`src/hdl/rrts_pkg.sv`:
```
// Shared types and codes for the round-robin thread scheduler.
// No dependencies; used by rrts_queue, the scheduler top and the testbench.
`timescale 1ns / 1ps

package rrts_pkg;

    // Event codes
    localparam logic [2:0] OP_CREATE = 3'd0;
    localparam logic [2:0] OP_EXIT   = 3'd1;
    localparam logic [2:0] OP_BLOCK  = 3'd2;
    localparam logic [2:0] OP_WAKE   = 3'd3;
    localparam logic [2:0] OP_TICK   = 3'd4;

    // Widest thread id the block supports internally
    localparam int MAX_ID_BITS = 16;

    typedef struct packed {
        logic [2:0] op;
        logic [7:0] tid;
    } evt_t;

    typedef struct packed {
        logic [7:0] running_id;
        logic       cpu_idle;
        logic       queue_overflow;
    } res_t;

    // Queue control from the scheduler
    typedef struct packed {
        logic push;
        logic pop;
    } queue_ctrl_t;

    // Queue status back to the scheduler
    typedef struct packed {
        logic empty;
        logic full;
    } queue_stat_t;

endpackage

```
`src/hdl/rrts_cell.sv`:
```
// One entry of the ready queue: holds a thread id, takes its neighbor's id on a shift.
// Depends on nothing.
`timescale 1ns / 1ps

module rrts_cell #(
    parameter int ID_BITS = 8
) (
    input  logic               clk,
    input  logic               shift,
    input  logic               load,
    input  logic [ID_BITS-1:0] load_id,
    input  logic [ID_BITS-1:0] next_id,
    output logic [ID_BITS-1:0] id
);

    logic [ID_BITS-1:0] id_reg;

    // Load wins over shift: a pop and push in the same cycle lands the new id behind the shift
    always_ff @(posedge clk)
    begin
        if (load)
        begin
            id_reg <= load_id;
        end
        else if (shift)
        begin
            id_reg <= next_id;
        end
    end

    assign id = id_reg;

endmodule

```
`src/hdl/rrts_queue.sv`:
```
// Ready queue as a row of shifting cells; cell 0 is the head.
// Depends on rrts_pkg and rrts_cell.
`timescale 1ns / 1ps

module rrts_queue #(
    parameter int QUEUE_DEPTH = 64,
    parameter int ID_BITS     = 8
) (
    input  logic                 clk,
    input  logic                 rst_n,
    input  rrts_pkg::queue_ctrl_t ctrl,
    input  logic [ID_BITS-1:0]   push_id,
    output logic [ID_BITS-1:0]   head_id,
    output rrts_pkg::queue_stat_t stat
);

    localparam int CW = $clog2(QUEUE_DEPTH + 1);
    localparam int IW = (QUEUE_DEPTH > 1) ? $clog2(QUEUE_DEPTH) : 1;

    logic [CW-1:0]      count_reg;
    logic [CW-1:0]      count_next;
    logic [CW-1:0]      wpos_wide;
    logic [IW-1:0]      wpos;
    logic [ID_BITS-1:0] cell_id [QUEUE_DEPTH];

    // Write slot: tail after any shift of this cycle
    assign wpos_wide = ctrl.pop ? (count_reg - CW'(1)) : count_reg;
    assign wpos      = wpos_wide[IW-1:0];

    // Fill count
    always_comb
    begin
        count_next = count_reg;
        if (ctrl.push && !ctrl.pop)
        begin
            count_next = count_reg + CW'(1);
        end
        else if (ctrl.pop && !ctrl.push)
        begin
            count_next = count_reg - CW'(1);
        end
    end

    always_ff @(posedge clk or negedge rst_n)
    begin
        if (!rst_n)
        begin
            count_reg <= '0;
        end
        else
        begin
            count_reg <= count_next;
        end
    end

    // Row of cells, each handing its id toward the head on a pop
    genvar i;
    generate
        for (i = 0; i < QUEUE_DEPTH; i++)
        begin : g_cell
            logic [ID_BITS-1:0] nbr_id;
            if (i == QUEUE_DEPTH - 1)
            begin : g_last
                assign nbr_id = '0;
            end
            else
            begin : g_mid
                assign nbr_id = cell_id[i+1];
            end

            rrts_cell #(
                .ID_BITS (ID_BITS)
            ) u_cell (
                .clk     (clk),
                .shift   (ctrl.pop),
                .load    (ctrl.push && (wpos == IW'(i))),
                .load_id (push_id),
                .next_id (nbr_id),
                .id      (cell_id[i])
            );
        end
    endgenerate

    assign head_id    = cell_id[0];
    assign stat.empty = (count_reg == '0);
    assign stat.full  = (count_reg == CW'(QUEUE_DEPTH));

endmodule

```
`src/hdl/round_robin_thread_scheduler_top.sv`:
```
// Round-robin time-slice scheduler: event decode, running thread, slice counter, result register.
// The result is registered on the event transfer and shows in the next cycle; throughput one event per cycle,
// set by the single result register (the event side stalls only while a result waits under res_stall).
// Queue push and pop are one shift of the cell row, so every event updates queue and state at its transfer.
// Reset (rst_n, async low): CPU idle, queue empty, time slice 1; queue cells are not cleared.
// Depends on rrts_pkg and rrts_queue.
`timescale 1ns / 1ps

module round_robin_thread_scheduler_top #(
    parameter int QUEUE_DEPTH = 64,
    parameter int ID_BITS     = 8
) (
    input  logic           clk,
    input  logic           rst_n,
    input  logic           evt_valid,
    output logic           evt_stall,
    input  rrts_pkg::evt_t evt_data,
    output logic           res_valid,
    input  logic           res_stall,
    output rrts_pkg::res_t res_data,
    input  logic           cfg_wr_en,
    input  logic [15:0]    cfg_wr_data
);

    localparam int WB = rrts_pkg::MAX_ID_BITS;

    logic [15:0]           time_slice_reg;
    logic [ID_BITS-1:0]    run_id_reg;
    logic [ID_BITS-1:0]    run_id_next;
    logic                  run_valid_reg;
    logic                  run_valid_next;
    logic [15:0]           ticks_reg;
    logic [15:0]           ticks_next;
    logic [15:0]           ticks_inc;
    logic [15:0]           limit;
    logic                  res_valid_reg;
    rrts_pkg::res_t        res_reg;
    rrts_pkg::res_t        res_next;
    logic                  accept;
    logic                  ovf;
    logic [WB-1:0]         in_wide;
    logic [ID_BITS-1:0]    in_id;
    logic [WB-1:0]         run_wide;
    logic [ID_BITS-1:0]    push_id;
    logic [ID_BITS-1:0]    head_id;
    rrts_pkg::queue_ctrl_t q_ctrl;
    rrts_pkg::queue_stat_t q_stat;

    assign evt_stall = res_valid_reg && res_stall;
    assign accept    = evt_valid && !evt_stall;

    // Mask or widen the incoming id to the internal width
    assign in_wide = WB'(evt_data.tid);
    assign in_id   = in_wide[ID_BITS-1:0];

    assign ticks_inc = ticks_reg + 16'd1;
    assign limit     = (time_slice_reg == 16'd0) ? 16'd1 : time_slice_reg;

    // Event decode and next scheduler state
    always_comb
    begin
        run_id_next    = run_id_reg;
        run_valid_next = run_valid_reg;
        ticks_next     = ticks_reg;
        q_ctrl         = '0;
        push_id        = in_id;
        ovf            = 1'b0;
        unique case (evt_data.op)
            rrts_pkg::OP_CREATE, rrts_pkg::OP_WAKE:
            begin
                if (!run_valid_reg)
                begin
                    run_id_next    = in_id;
                    run_valid_next = 1'b1;
                    ticks_next     = '0;
                end
                else if (q_stat.full)
                begin
                    ovf = 1'b1;
                end
                else
                begin
                    q_ctrl.push = 1'b1;
                end
            end
            rrts_pkg::OP_EXIT, rrts_pkg::OP_BLOCK:
            begin
                ticks_next = '0;
                if (!q_stat.empty)
                begin
                    run_id_next    = head_id;
                    run_valid_next = 1'b1;
                    q_ctrl.pop     = 1'b1;
                end
                else
                begin
                    run_id_next    = '0;
                    run_valid_next = 1'b0;
                end
            end
            rrts_pkg::OP_TICK:
            begin
                if (run_valid_reg)
                begin
                    if (ticks_inc >= limit)
                    begin
                        // Slice used up: rotate with the head
                        ticks_next = '0;
                        if (!q_stat.empty)
                        begin
                            run_id_next = head_id;
                            q_ctrl.pop  = 1'b1;
                            q_ctrl.push = 1'b1;
                            push_id     = run_id_reg;
                        end
                    end
                    else
                    begin
                        ticks_next = ticks_inc;
                    end
                end
            end
            default:
            begin
            end
        endcase
        if (!accept)
        begin
            q_ctrl = '0;
        end
    end

    // Result for this event
    assign run_wide = WB'(run_id_next);
    always_comb
    begin
        res_next.running_id     = run_valid_next ? run_wide[7:0] : 8'd0;
        res_next.cpu_idle       = !run_valid_next;
        res_next.queue_overflow = ovf;
    end

    rrts_queue #(
        .QUEUE_DEPTH (QUEUE_DEPTH),
        .ID_BITS     (ID_BITS)
    ) u_queue (
        .clk     (clk),
        .rst_n   (rst_n),
        .ctrl    (q_ctrl),
        .push_id (push_id),
        .head_id (head_id),
        .stat    (q_stat)
    );

    // Scheduler state and configuration
    always_ff @(posedge clk or negedge rst_n)
    begin
        if (!rst_n)
        begin
            time_slice_reg <= 16'd1;
            run_id_reg     <= '0;
            run_valid_reg  <= 1'b0;
            ticks_reg      <= '0;
        end
        else
        begin
            if (cfg_wr_en)
            begin
                time_slice_reg <= cfg_wr_data;
            end
            if (accept)
            begin
                run_id_reg    <= run_id_next;
                run_valid_reg <= run_valid_next;
                ticks_reg     <= ticks_next;
            end
        end
    end

    // Result register
    always_ff @(posedge clk or negedge rst_n)
    begin
        if (!rst_n)
        begin
            res_valid_reg <= 1'b0;
        end
        else if (accept)
        begin
            res_valid_reg <= 1'b1;
        end
        else if (!res_stall)
        begin
            res_valid_reg <= 1'b0;
        end
    end

    always_ff @(posedge clk)
    begin
        if (accept)
        begin
            res_reg <= res_next;
        end
    end

    assign res_valid = res_valid_reg;
    assign res_data  = res_reg;

endmodule

```
`config.mk`:
```
export PLATFORM = sky130hd
export DESIGN_NAME = round_robin_thread_scheduler_top
export DESIGN_NICKNAME = d
export VERILOG_FILES = /design/src/hdl/rrts_pkg.sv /design/src/hdl/rrts_cell.sv /design/src/hdl/rrts_queue.sv /design/src/hdl/round_robin_thread_scheduler_top.sv
export SDC_FILE = /design/constraint.sdc
export NUM_CORES = 1
export LEC_CHECK = 0
export BUFFER_PORTS_ARGS = -buffer_cell sky130_fd_sc_hd__buf_4
export CORE_MARGIN = 3
export CORE_UTILIZATION = 40
export DETAILED_ROUTE_END_ITERATION = 8
export SLEW_MARGIN = 5
export SYNTH_ARGS = -nofsm -noshare
export SYNTH_HDL_FRONTEND = slang
export SYNTH_SLANG_ARGS = --single-unit
```
`constraint.sdc`:
```
create_clock -name clk -period 8.6 [get_ports clk]
set_clock_uncertainty 0.2 [all_clocks]
set_input_delay 0.86 -clock clk [delete_from_list [all_inputs] [get_ports clk]]
set_output_delay 0.86 -clock clk [all_outputs]
set_load 0.02 [all_outputs]
```
# Word level (Yosys, flattened, before mapping)
# Cells that the tools add are included.
# totals
output_inout_bits,12
regBits,571
input_bits,32
# classes
magnitude_cmp,1
eq_ne,71
n_addsub,3
muxes,159
n_reduce_logical,146
# op_table
op,count
8-bit two-way mux,137
6-bit == test (second input constant),32
2-bit nonzero test,65
6-bit by 5-bit == test with 1-bit output (second input constant),16
1-bit logical AND,68
16-bit two-way mux,4
6-bit by 4-bit == test with 1-bit output (second input constant),8
16-bit case mux with 3 select lines,1
6-bit by 3-bit == test with 1-bit output (second input constant),4
8-bit case mux with 3 select lines,1
16-bit by 1-bit adder with 16-bit output (second input constant),1
16-bit >= comparator,1
16-bit zero test,1
7-bit two-way mux,2
6-bit by 2-bit == test with 1-bit output (second input constant),2
2-bit two-way mux,4
7-bit by 1-bit adder with 7-bit output (second input constant),1
7-bit == test (second input constant),1
7-bit zero test,1
7-bit by 1-bit subtractor with 7-bit output (second input constant),1
3-bit by 2-bit == test with 1-bit output (second input constant),2
6-bit by 1-bit == test with 1-bit output (second input constant),1
6-bit zero test,1
1-bit two-way mux,6
other kinds (12),19

# Depth between registers and ports, before layout
# Gate-level depths: netlist of the first run.
# logic_depth
word_depth,11
depth_mapped,22
mapped_depth_nobuf,20

# Modules after synthesis
# Synthesis of the first run repeated with hierarchy kept, for this count alone.
# unflattened
cells_unflattened,1735
area_unflattened_um2,29158.0
# modules_own_cells
mod,cells_per_inst,area_per_inst_um2,n_inst
rrts_cell,18,377.9,64
round_robin_thread_scheduler_top,408,3632.2,1
rrts_queue,175,1342.5,1

# Least setup slack after synthesis of the first run
# No wires, ideal clock.
# synth_timing
path_type,reg2reg
startpoint,register ticks_reg[0]
endpoint,register u_queue.count_reg[6]
arrival_ns,4.403
period_less_slack_ns,4.682
setup_slack_ns,3.918
required_ns,8.321
n_path_buf,3
stages_incl_launch_ff,23
path_cell_list,dfrtp_1 -> ha_1 -> nand3_1 -> nor2_1 -> and3_1 -> and3_1 -> xor2_1 -> ha_1 -> nand4_1 -> or3_1 -> o311a_1 -> a21oi_2 -> inv_2 -> buf_2 -> clkbuf_1 -> ha_1 -> clkbuf_1 -> nand2b_1 -> or2_2 -> nor3_1 -> a31oi_1 -> nor2_1 -> xor2_1
# synth_via
elab_chain_len,9
# synth_lines
item,line_no,rtl
"start, declared",round_robin_thread_scheduler_top.sv:32,logic [15:0] ticks_reg;
"start signal, assigned",round_robin_thread_scheduler_top.sv:174,ticks_reg <= ticks_next;
16-bit by 1-bit adder with 16-bit output (*),round_robin_thread_scheduler_top.sv:56,assign ticks_inc = ticks_reg + 16'd1;
16-bit >= comparator (*),round_robin_thread_scheduler_top.sv:105,if (ticks_inc >= limit)
2-bit two-way mux (*),round_robin_thread_scheduler_top.sv:105,
2-bit two-way mux (*),round_robin_thread_scheduler_top.sv:103,if (run_valid_reg)
1-bit case mux with 2 select lines,round_robin_thread_scheduler_top.sv:68,unique case (evt_data.op)
2-bit two-way mux (*),round_robin_thread_scheduler_top.sv:127,if (!accept)
1-bit zero test (on tied branches),"rrts_queue.sv:34, rrts_queue.sv:38",
1-bit logical AND (on tied branches),"rrts_queue.sv:34, rrts_queue.sv:38",
7-bit two-way mux / 2-bit nonzero test (equally long branches),-,
"end signal, assigned",rrts_queue.sv:52,count_reg <= count_next;
"end, declared",rrts_queue.sv:20,logic [CW-1:0] count_reg;
# Mark *: on every way between the ends. The rest lies on a longest branch, timed or not.
# A chain may end at the register's enable or synchronous reset.

# Worst setup path in the final report of the first run
# layout_timing
startpoint,register ticks_reg[0]
endpoint,register u_queue.g_cell[13].u_cell.id_reg[3] (enable)
# layout_via
elab_chain_len,10
# layout_lines
item,line_no,rtl
16-bit by 1-bit adder with 16-bit output (*),round_robin_thread_scheduler_top.sv:56,
16-bit >= comparator (*),round_robin_thread_scheduler_top.sv:105,
2-bit two-way mux (*),round_robin_thread_scheduler_top.sv:105,
2-bit two-way mux (*),round_robin_thread_scheduler_top.sv:103,
1-bit case mux with 2 select lines,round_robin_thread_scheduler_top.sv:68,
2-bit two-way mux (*),round_robin_thread_scheduler_top.sv:127,
6-bit two-way mux,rrts_queue.sv:27,assign wpos_wide = ctrl.pop ? (count_reg - CW'(1)) : count_reg;
6-bit by 4-bit == test with 1-bit output,rrts_queue.sv:76,".load (ctrl.push && (wpos == IW'(i))),"
1-bit logical AND,rrts_queue.sv:76,
2-bit nonzero test (no source line) (*),-,
"end signal, assigned",rrts_cell.sv:23,id_reg <= load_id;
"end signal, assigned",rrts_cell.sv:27,id_reg <= next_id;
"end, declared",rrts_cell.sv:16,logic [ID_BITS-1:0] id_reg;
# Marks and branches as above.

==> results.toml, run 1 <==
[clock_network]
htreeDepth = 2
postCtsSetupRepairBufs = 0
cts_buffer_depth = 3
clkTransAtPathRegs_ns = 0.06
postCtsResizedCells = 0
cts-buffers-inserted = 58
root_buffer = "clkbuf_16"
clk_latency_ns = 0.62
hold_buffers = 0
cts_tree = "done"
cts.sinks = 571

[critical_path]
cpPeakStageDelay_ns = 0.85
worstSetupStartpoint = "ticks_reg[0]"
r2r_start = "ticks_reg[0]"
arrival_ns = 6.26
worst-setup-path-type = "reg2reg"
critPathSlowestCell = "nor3_4"
r2r_setup_slack_ns = 2.42
crit_required_ns = 8.68
crit_chain = "ha_1, nand3_1, nor2_1, and3_1, and3_1, xor2_1, ha_1, nand4_1, or3_1, o31a_1, a21oi_1, o21ai_2, nor3_4, nand2_1, nand2_1"
startpoint_type = "register"
cp_max_fo = 16
reg2reg_depth = 15
rr_endpoint = "u_queue.g_cell[13].u_cell.id[3]"
end_kind = "register"

[floorplanning]
coreArea_mm2 = 0.0652
rows = 93
io_pins = 44
start_util_pct = 40.8
die_width_um = 264
die_area_mm2 = 0.0697
die_y_um = 264

[synth]
syn_inst = 1771
synth_area_per_cell_um2 = 15.0
synth_warnings = 0
synth_top_cells_by_area = "edfxtp_1 (59%), mux2_2 (17%), mux2_1 (4.6%)"
synth_nets = 1824
synth_top_area_share_pct = 58.9
ys_types = 68
ys.flop_type = "edfxtp_1"
synth-edff-count = 522
syn_area_mm2 = 0.0266
ys_seq_area_share_pct = 63.5
ys_async_sr_fraction_pct = 8.58
synth_top_area_cell = "edfxtp_1"
ys_seq_elements = 571

[power_and_ir_drop]
p_leak_nw = 10.4
combPwrFrac_pct = 10.1
p_int_mw = 4.72
power_density_mw_per_mm2 = 214
swShare_pct = 25.4
seqPwrFrac_pct = 50.4
p_clk_share_pct = 39.4
switchingPower_mw = 1.61
ir_drop_mv = 0.162

[timing]
max_slew_margin_pct = 24.7
tns_ns = 0
setup_viol = 0
post-route-min-period_ns = 6.18
finalCritPeriodShare_pct = 71.8
fmax_mhz = 162
slew_violations = 0
finalHoldWorstSlack_ns = 0.0921
rsz0062_at_grt = "no"
tightest_slew_ns = 1.12
hold_violations = 0

[route]
totalWireLength_um = 54000
drtIter0Drc = 1062
drc_errors = 0
wire_per_inst_um = 20.2
viasPerCell = 5.36
drt_pre_antenna_iters = 5
ant_nets = 0
vias = 14300

[global_route]
antenna_found_initial = 2
grt_pass1_vias = 14400
grt-ovfl-total = 0
grt_use_total_pct = 15.2
grt_pass1_wl_um = 84000
grt_max_degree = 65

[placed_design]
dp_hpwl_um = 31100
io_buffers = 43
gp_congestion = 0.791

[cells_and_area]
diodes = 0
layout-drive-gt1-share_pct = 35.4
syn_to_final_growth_pct = 11.0
largest_reg_flops = 512
multiInputGateArea_mm2 = 0.00913
fillers = 5629
final_common_cell = "edfxtp_1"
final_cell_mix = "edfxtp_1 (522), mux2_2 (405), nand2_1 (126), mux2_1 (109), buf_4 (62)"
regArea_mm2 = 0.0169
fin_nets = 1825

[min_path]
hold_class = "in2async"

[job]
cap_violations = 0

[run_status]
outcome = "finished clean"
-- through the flow --
stage / power [mW] / instance area, um2 / cells / utilization, % / setup slack, ns
after floorplan: 3.64 / 26600 / 1771 / - / 3.92
after global placement: 3.87 / 27700 / 2567 / 42.4 / 2.47
after detailed placement: 3.88 / 27700 / 2567 / 42.4 / 2.44
after CTS: 6.38 / 29500 / 2676 / 45.3 / 2.42
after global routing: 6.56 / 29500 / 2676 / 45.3 / 1.86
final: 6.33 / 29500 / 2676 / 45.3 / 2.42
-- critical path, delay by kind of cell (launching register included) --
kind	cells	cell delay [ns]
simple gates	9	3.15
compound gates	3	1.46
fa+ha+maj	2	0.52
flops	1	0.43
xor+xnor	1	0.09
-- cells by family after synthesis --
logic type	after synthesis	synth area share, %
AO/OA/AOI/OAI	150	3.54
XOR/XNOR	25	0.851
adder cells (fa/ha/maj)	21	0.987
buffers and inverters	145	2.32
flip-flops	571	63.5
multiplexers	521	22.0
AND/OR/NAND/NOR	338	6.78
-- per-layer routing --
metal | global-route usage (%) | part of all wire (%)
met1 | 21.9 | 48
met2 | 23.2 | 44
met3 | 2.80 | 5.4
met4 | 4.82 | 2.6
met5 | 0 | 0.024
-- synth_stat cells, types with 3 or more instances --
library cell	instances
a211o_1	3
a211oi_1	7
a21oi_1	43
a21oi_2	3
a31o_2	5
and2_1	34
and3_1	16
buf_2	31
buf_4	7
clkbuf_1	80
dfrtp_1	48
edfxtp_1	522
ha_1	21
inv_1	23
mux2_1	109
mux2_2	405
mux2i_1	7
nand2_1	126
nand2_2	23
nand2b_1	20
nand3_1	17
nand4_1	5
nor2_1	25
nor2b_1	7
nor3_1	7
nor3_2	3
nor4_1	5
o21ai_0	52
o31ai_1	8
or2_2	33
xnor2_1	10
xor2_1	14
-- power by group through the flow --
stage               sequential (mW)  combinational [mW]  clock, mW
floorplan                      3.20               0.440          0
global placement               3.24               0.624          0
detailed placement             3.24               0.633          0
CTS                            3.19               0.636       2.56
global route                   3.20               0.694       2.67
finish                         3.19               0.640       2.50
-- layout make-up --
cell class	instances	share of cell area, %
tap	855	3.62
sequential	571	57.2
clock inverter	40	1.32
timing repair buffer	62	1.58
clock buffer	69	5.09
inverter	24	0.305
multi-input combinational	1055	30.9
-- how the worst max path moves through the flow --
stage	to	slack [ns]	depth (start not counted)
2_1_floorplan	u_queue.count_reg[6]	3.92	22
3_3_place_gp	u_queue.g_cell[15].u_cell.id[2]	2.47	15
3_5_place_dp	u_queue.g_cell[15].u_cell.id[2]	2.44	15
4_1_cts	u_queue.g_cell[14].u_cell.id[2]	2.42	15
5_1_grt	u_queue.g_cell[15].u_cell.id[3]	1.86	15
6_report	u_queue.g_cell[13].u_cell.id[3]	2.42	15
No activity file was read; power rests on OpenSTA's default activity.
==> run 2: changes to the inputs <==
Clock period 8.6 ns to 5.9 ns, I/O delays scaled along.
==> results.toml, run 2 (synthesized netlist as in run 1, its figures left out) <==
[run_status]
outcome = "finished clean"

[global_route]
grt-ovfl-total = 0
grt.busiest_layer = "met2"
antenna_found_initial = 0
grt_util_met3_pct = 2.52
grt_use_total_pct = 15.5
grt_max_degree = 65
grt_pass1_vias = 14800
grt_use_met2_pct = 24.6
grt_pass1_wl_um = 86500
gr-usage-met1_pct = 22.2

[job]
cap_violations = 0

[placed_design]
gp_congestion = 0.831
io_buffers = 43
dp_hpwl_um = 32700
post-place-ws_ns = 0.515

[clock_network]
cts-buffers-inserted = 59
postCtsSetupRepairBufs = 0
hold_buffers = 18
htreeDepth = 2
cts_tree = "done"
postCtsResizedCells = 0
cts_buffer_depth = 3
cts.sinks = 571
clkTransAtPathRegs_ns = 0.06
root_buffer = "clkbuf_16"
clk_latency_ns = 0.61

[floorplanning]
die_y_um = 264
die_width_um = 264
start_util_pct = 40.8
coreArea_mm2 = 0.0652
rows = 93
io_pins = 44
die_area_mm2 = 0.0697

[route]
viasPerCell = 5.36
drtIter0Drc = 1184
totalWireLength_um = 54600
wire_per_inst_um = 20.3
drc_errors = 0
drt_pre_antenna_iters = 5
vias = 14500
ant_nets = 0

[min_path]
hold_class = "in2reg"
hold_start = "res_stall"
hold_end = "res_valid"
hold_depth = 3

[critical_path]
r2r_setup_slack_ns = 0.46
end_kind = "register"
crit_required_ns = 5.97
critPathSlowestCell = "a21oi_2"
r2r_start = "ticks_reg[0]"
cp_max_fo = 19
cpPeakStageDelay_ns = 0.60
reg2reg_depth = 16
crit_chain = "ha_1, nand3_1, nor2_1, and3_1, and3_1, xor2_1, ha_1, nand4_1, or3_1, o311a_1, a21oi_4, buf_4, o2111ai_1, a21oi_2, nand2_2, nand2_1"
worst-setup-path-type = "reg2reg"
arrival_ns = 5.52
startpoint_type = "register"
rr_endpoint = "u_queue.g_cell[36].u_cell.id[5]"

[timing]
finalCritPeriodShare_pct = 92.2
post-route-min-period_ns = 5.44
slew_violations = 0
tns_ns = 0
tightest_slew_ns = 1.11
max_slew_margin_pct = 25.2
fmax_mhz = 184
finalHoldWorstSlack_ns = 0.142
rsz0062_at_grt = "no"
hold_violations = 0
setup_viol = 0
layout_setup_ws_ns = 0.459

[cells_and_area]
final_cell_mix = "edfxtp_1 (522), mux2_2 (405), nand2_1 (126), mux2_1 (109), buf_4 (70)"
fin_nets = 1852
largest_reg_flops = 512
diodes = 0
syn_to_final_growth_pct = 11.8
final_common_cell = "edfxtp_1"
final_util_pct = 45.6
layout-drive-gt1-share_pct = 34.9

[power_and_ir_drop]
power_density_mw_per_mm2 = 310
ir_drop_mv = 0.228
p_leak_nw = 10.5
finalPower_mw = 9.21
[run 2: changes by cell type in the layout (fill, tap and decap cells not counted), moves of 2 or more]
cell	change
o31ai_1	+3
o31ai_2	-3
clkinv_4	-6
inv_6	-2
clkbuf_1	+4
buf_4	+8
clkinvlp_4	-2
clkbuf_16	+2
dlygate4sd3_1	+18
clkinv_1	-2
clkinv_2	+2
[run 2: power breakdown]
part	total (mW)	internal (mW)	switching, mW
clock network	3.65	2.11	1.53
logic	0.915	0.307	0.608
registers	4.65	4.52	0.127
[run 2: metal layers]
layer | vias to the layer above | wire length, um | part of all wire (%)
met3 | 82 | 2650 | 4.9
met1 | 7344 | 25700 | 47
met5 | - | 0 | 0
met4 | 0 | 1110 | 2.0
met2 | 338 | 25100 | 46
li1 | 6698 | - | -
[run 2: worst max path at each step]
stage            startpoint                               to  slack [ns]
6_report       ticks_reg[0]  u_queue.g_cell[36].u_cell.id[5]        0.46
5_1_grt        ticks_reg[0]  u_queue.g_cell[36].u_cell.id[0]        0.14
4_1_cts        ticks_reg[0]  u_queue.g_cell[35].u_cell.id[4]        0.47
3_5_place_dp   ticks_reg[0]  u_queue.g_cell[35].u_cell.id[4]        0.51
3_3_place_gp   ticks_reg[0]  u_queue.g_cell[51].u_cell.id[4]        0.53
2_1_floorplan  ticks_reg[0]             u_queue.count_reg[6]        1.22
[run 2: critical path: cells and delay by family (launching register included)]
family | cells | cell delay [ns]
buffers and inverters | 1 | 0.29
AOI/OAI and AO/OA | 4 | 1.51
adders and majority gates | 2 | 0.40
xor gates and xnor gates | 1 | 0.20
and+or+nand+nor | 8 | 2.07
DFF | 1 | 0.43
[run 2: final cells by class]
class / count / area, um2
fillers: 5624 / 35400
flip-flops and latches: 571 / 16900
multi-input cells: 1055 / 9100
clock buffers: 74 / 1550
well taps: 855 / 1070
repair buffers: 88 / 706
clock inverters: 30 / 313
inverters: 24 / 90.1
[run 2: metrics by stage]
step	instances	instance area [um2]
2_1_floorplan	1771	26600
4_1_cts	2697	29700
5_1_grt	2697	29700
3_5_place_dp	2575	27700
6_report	2697	29700
3_3_place_gp	2575	27700
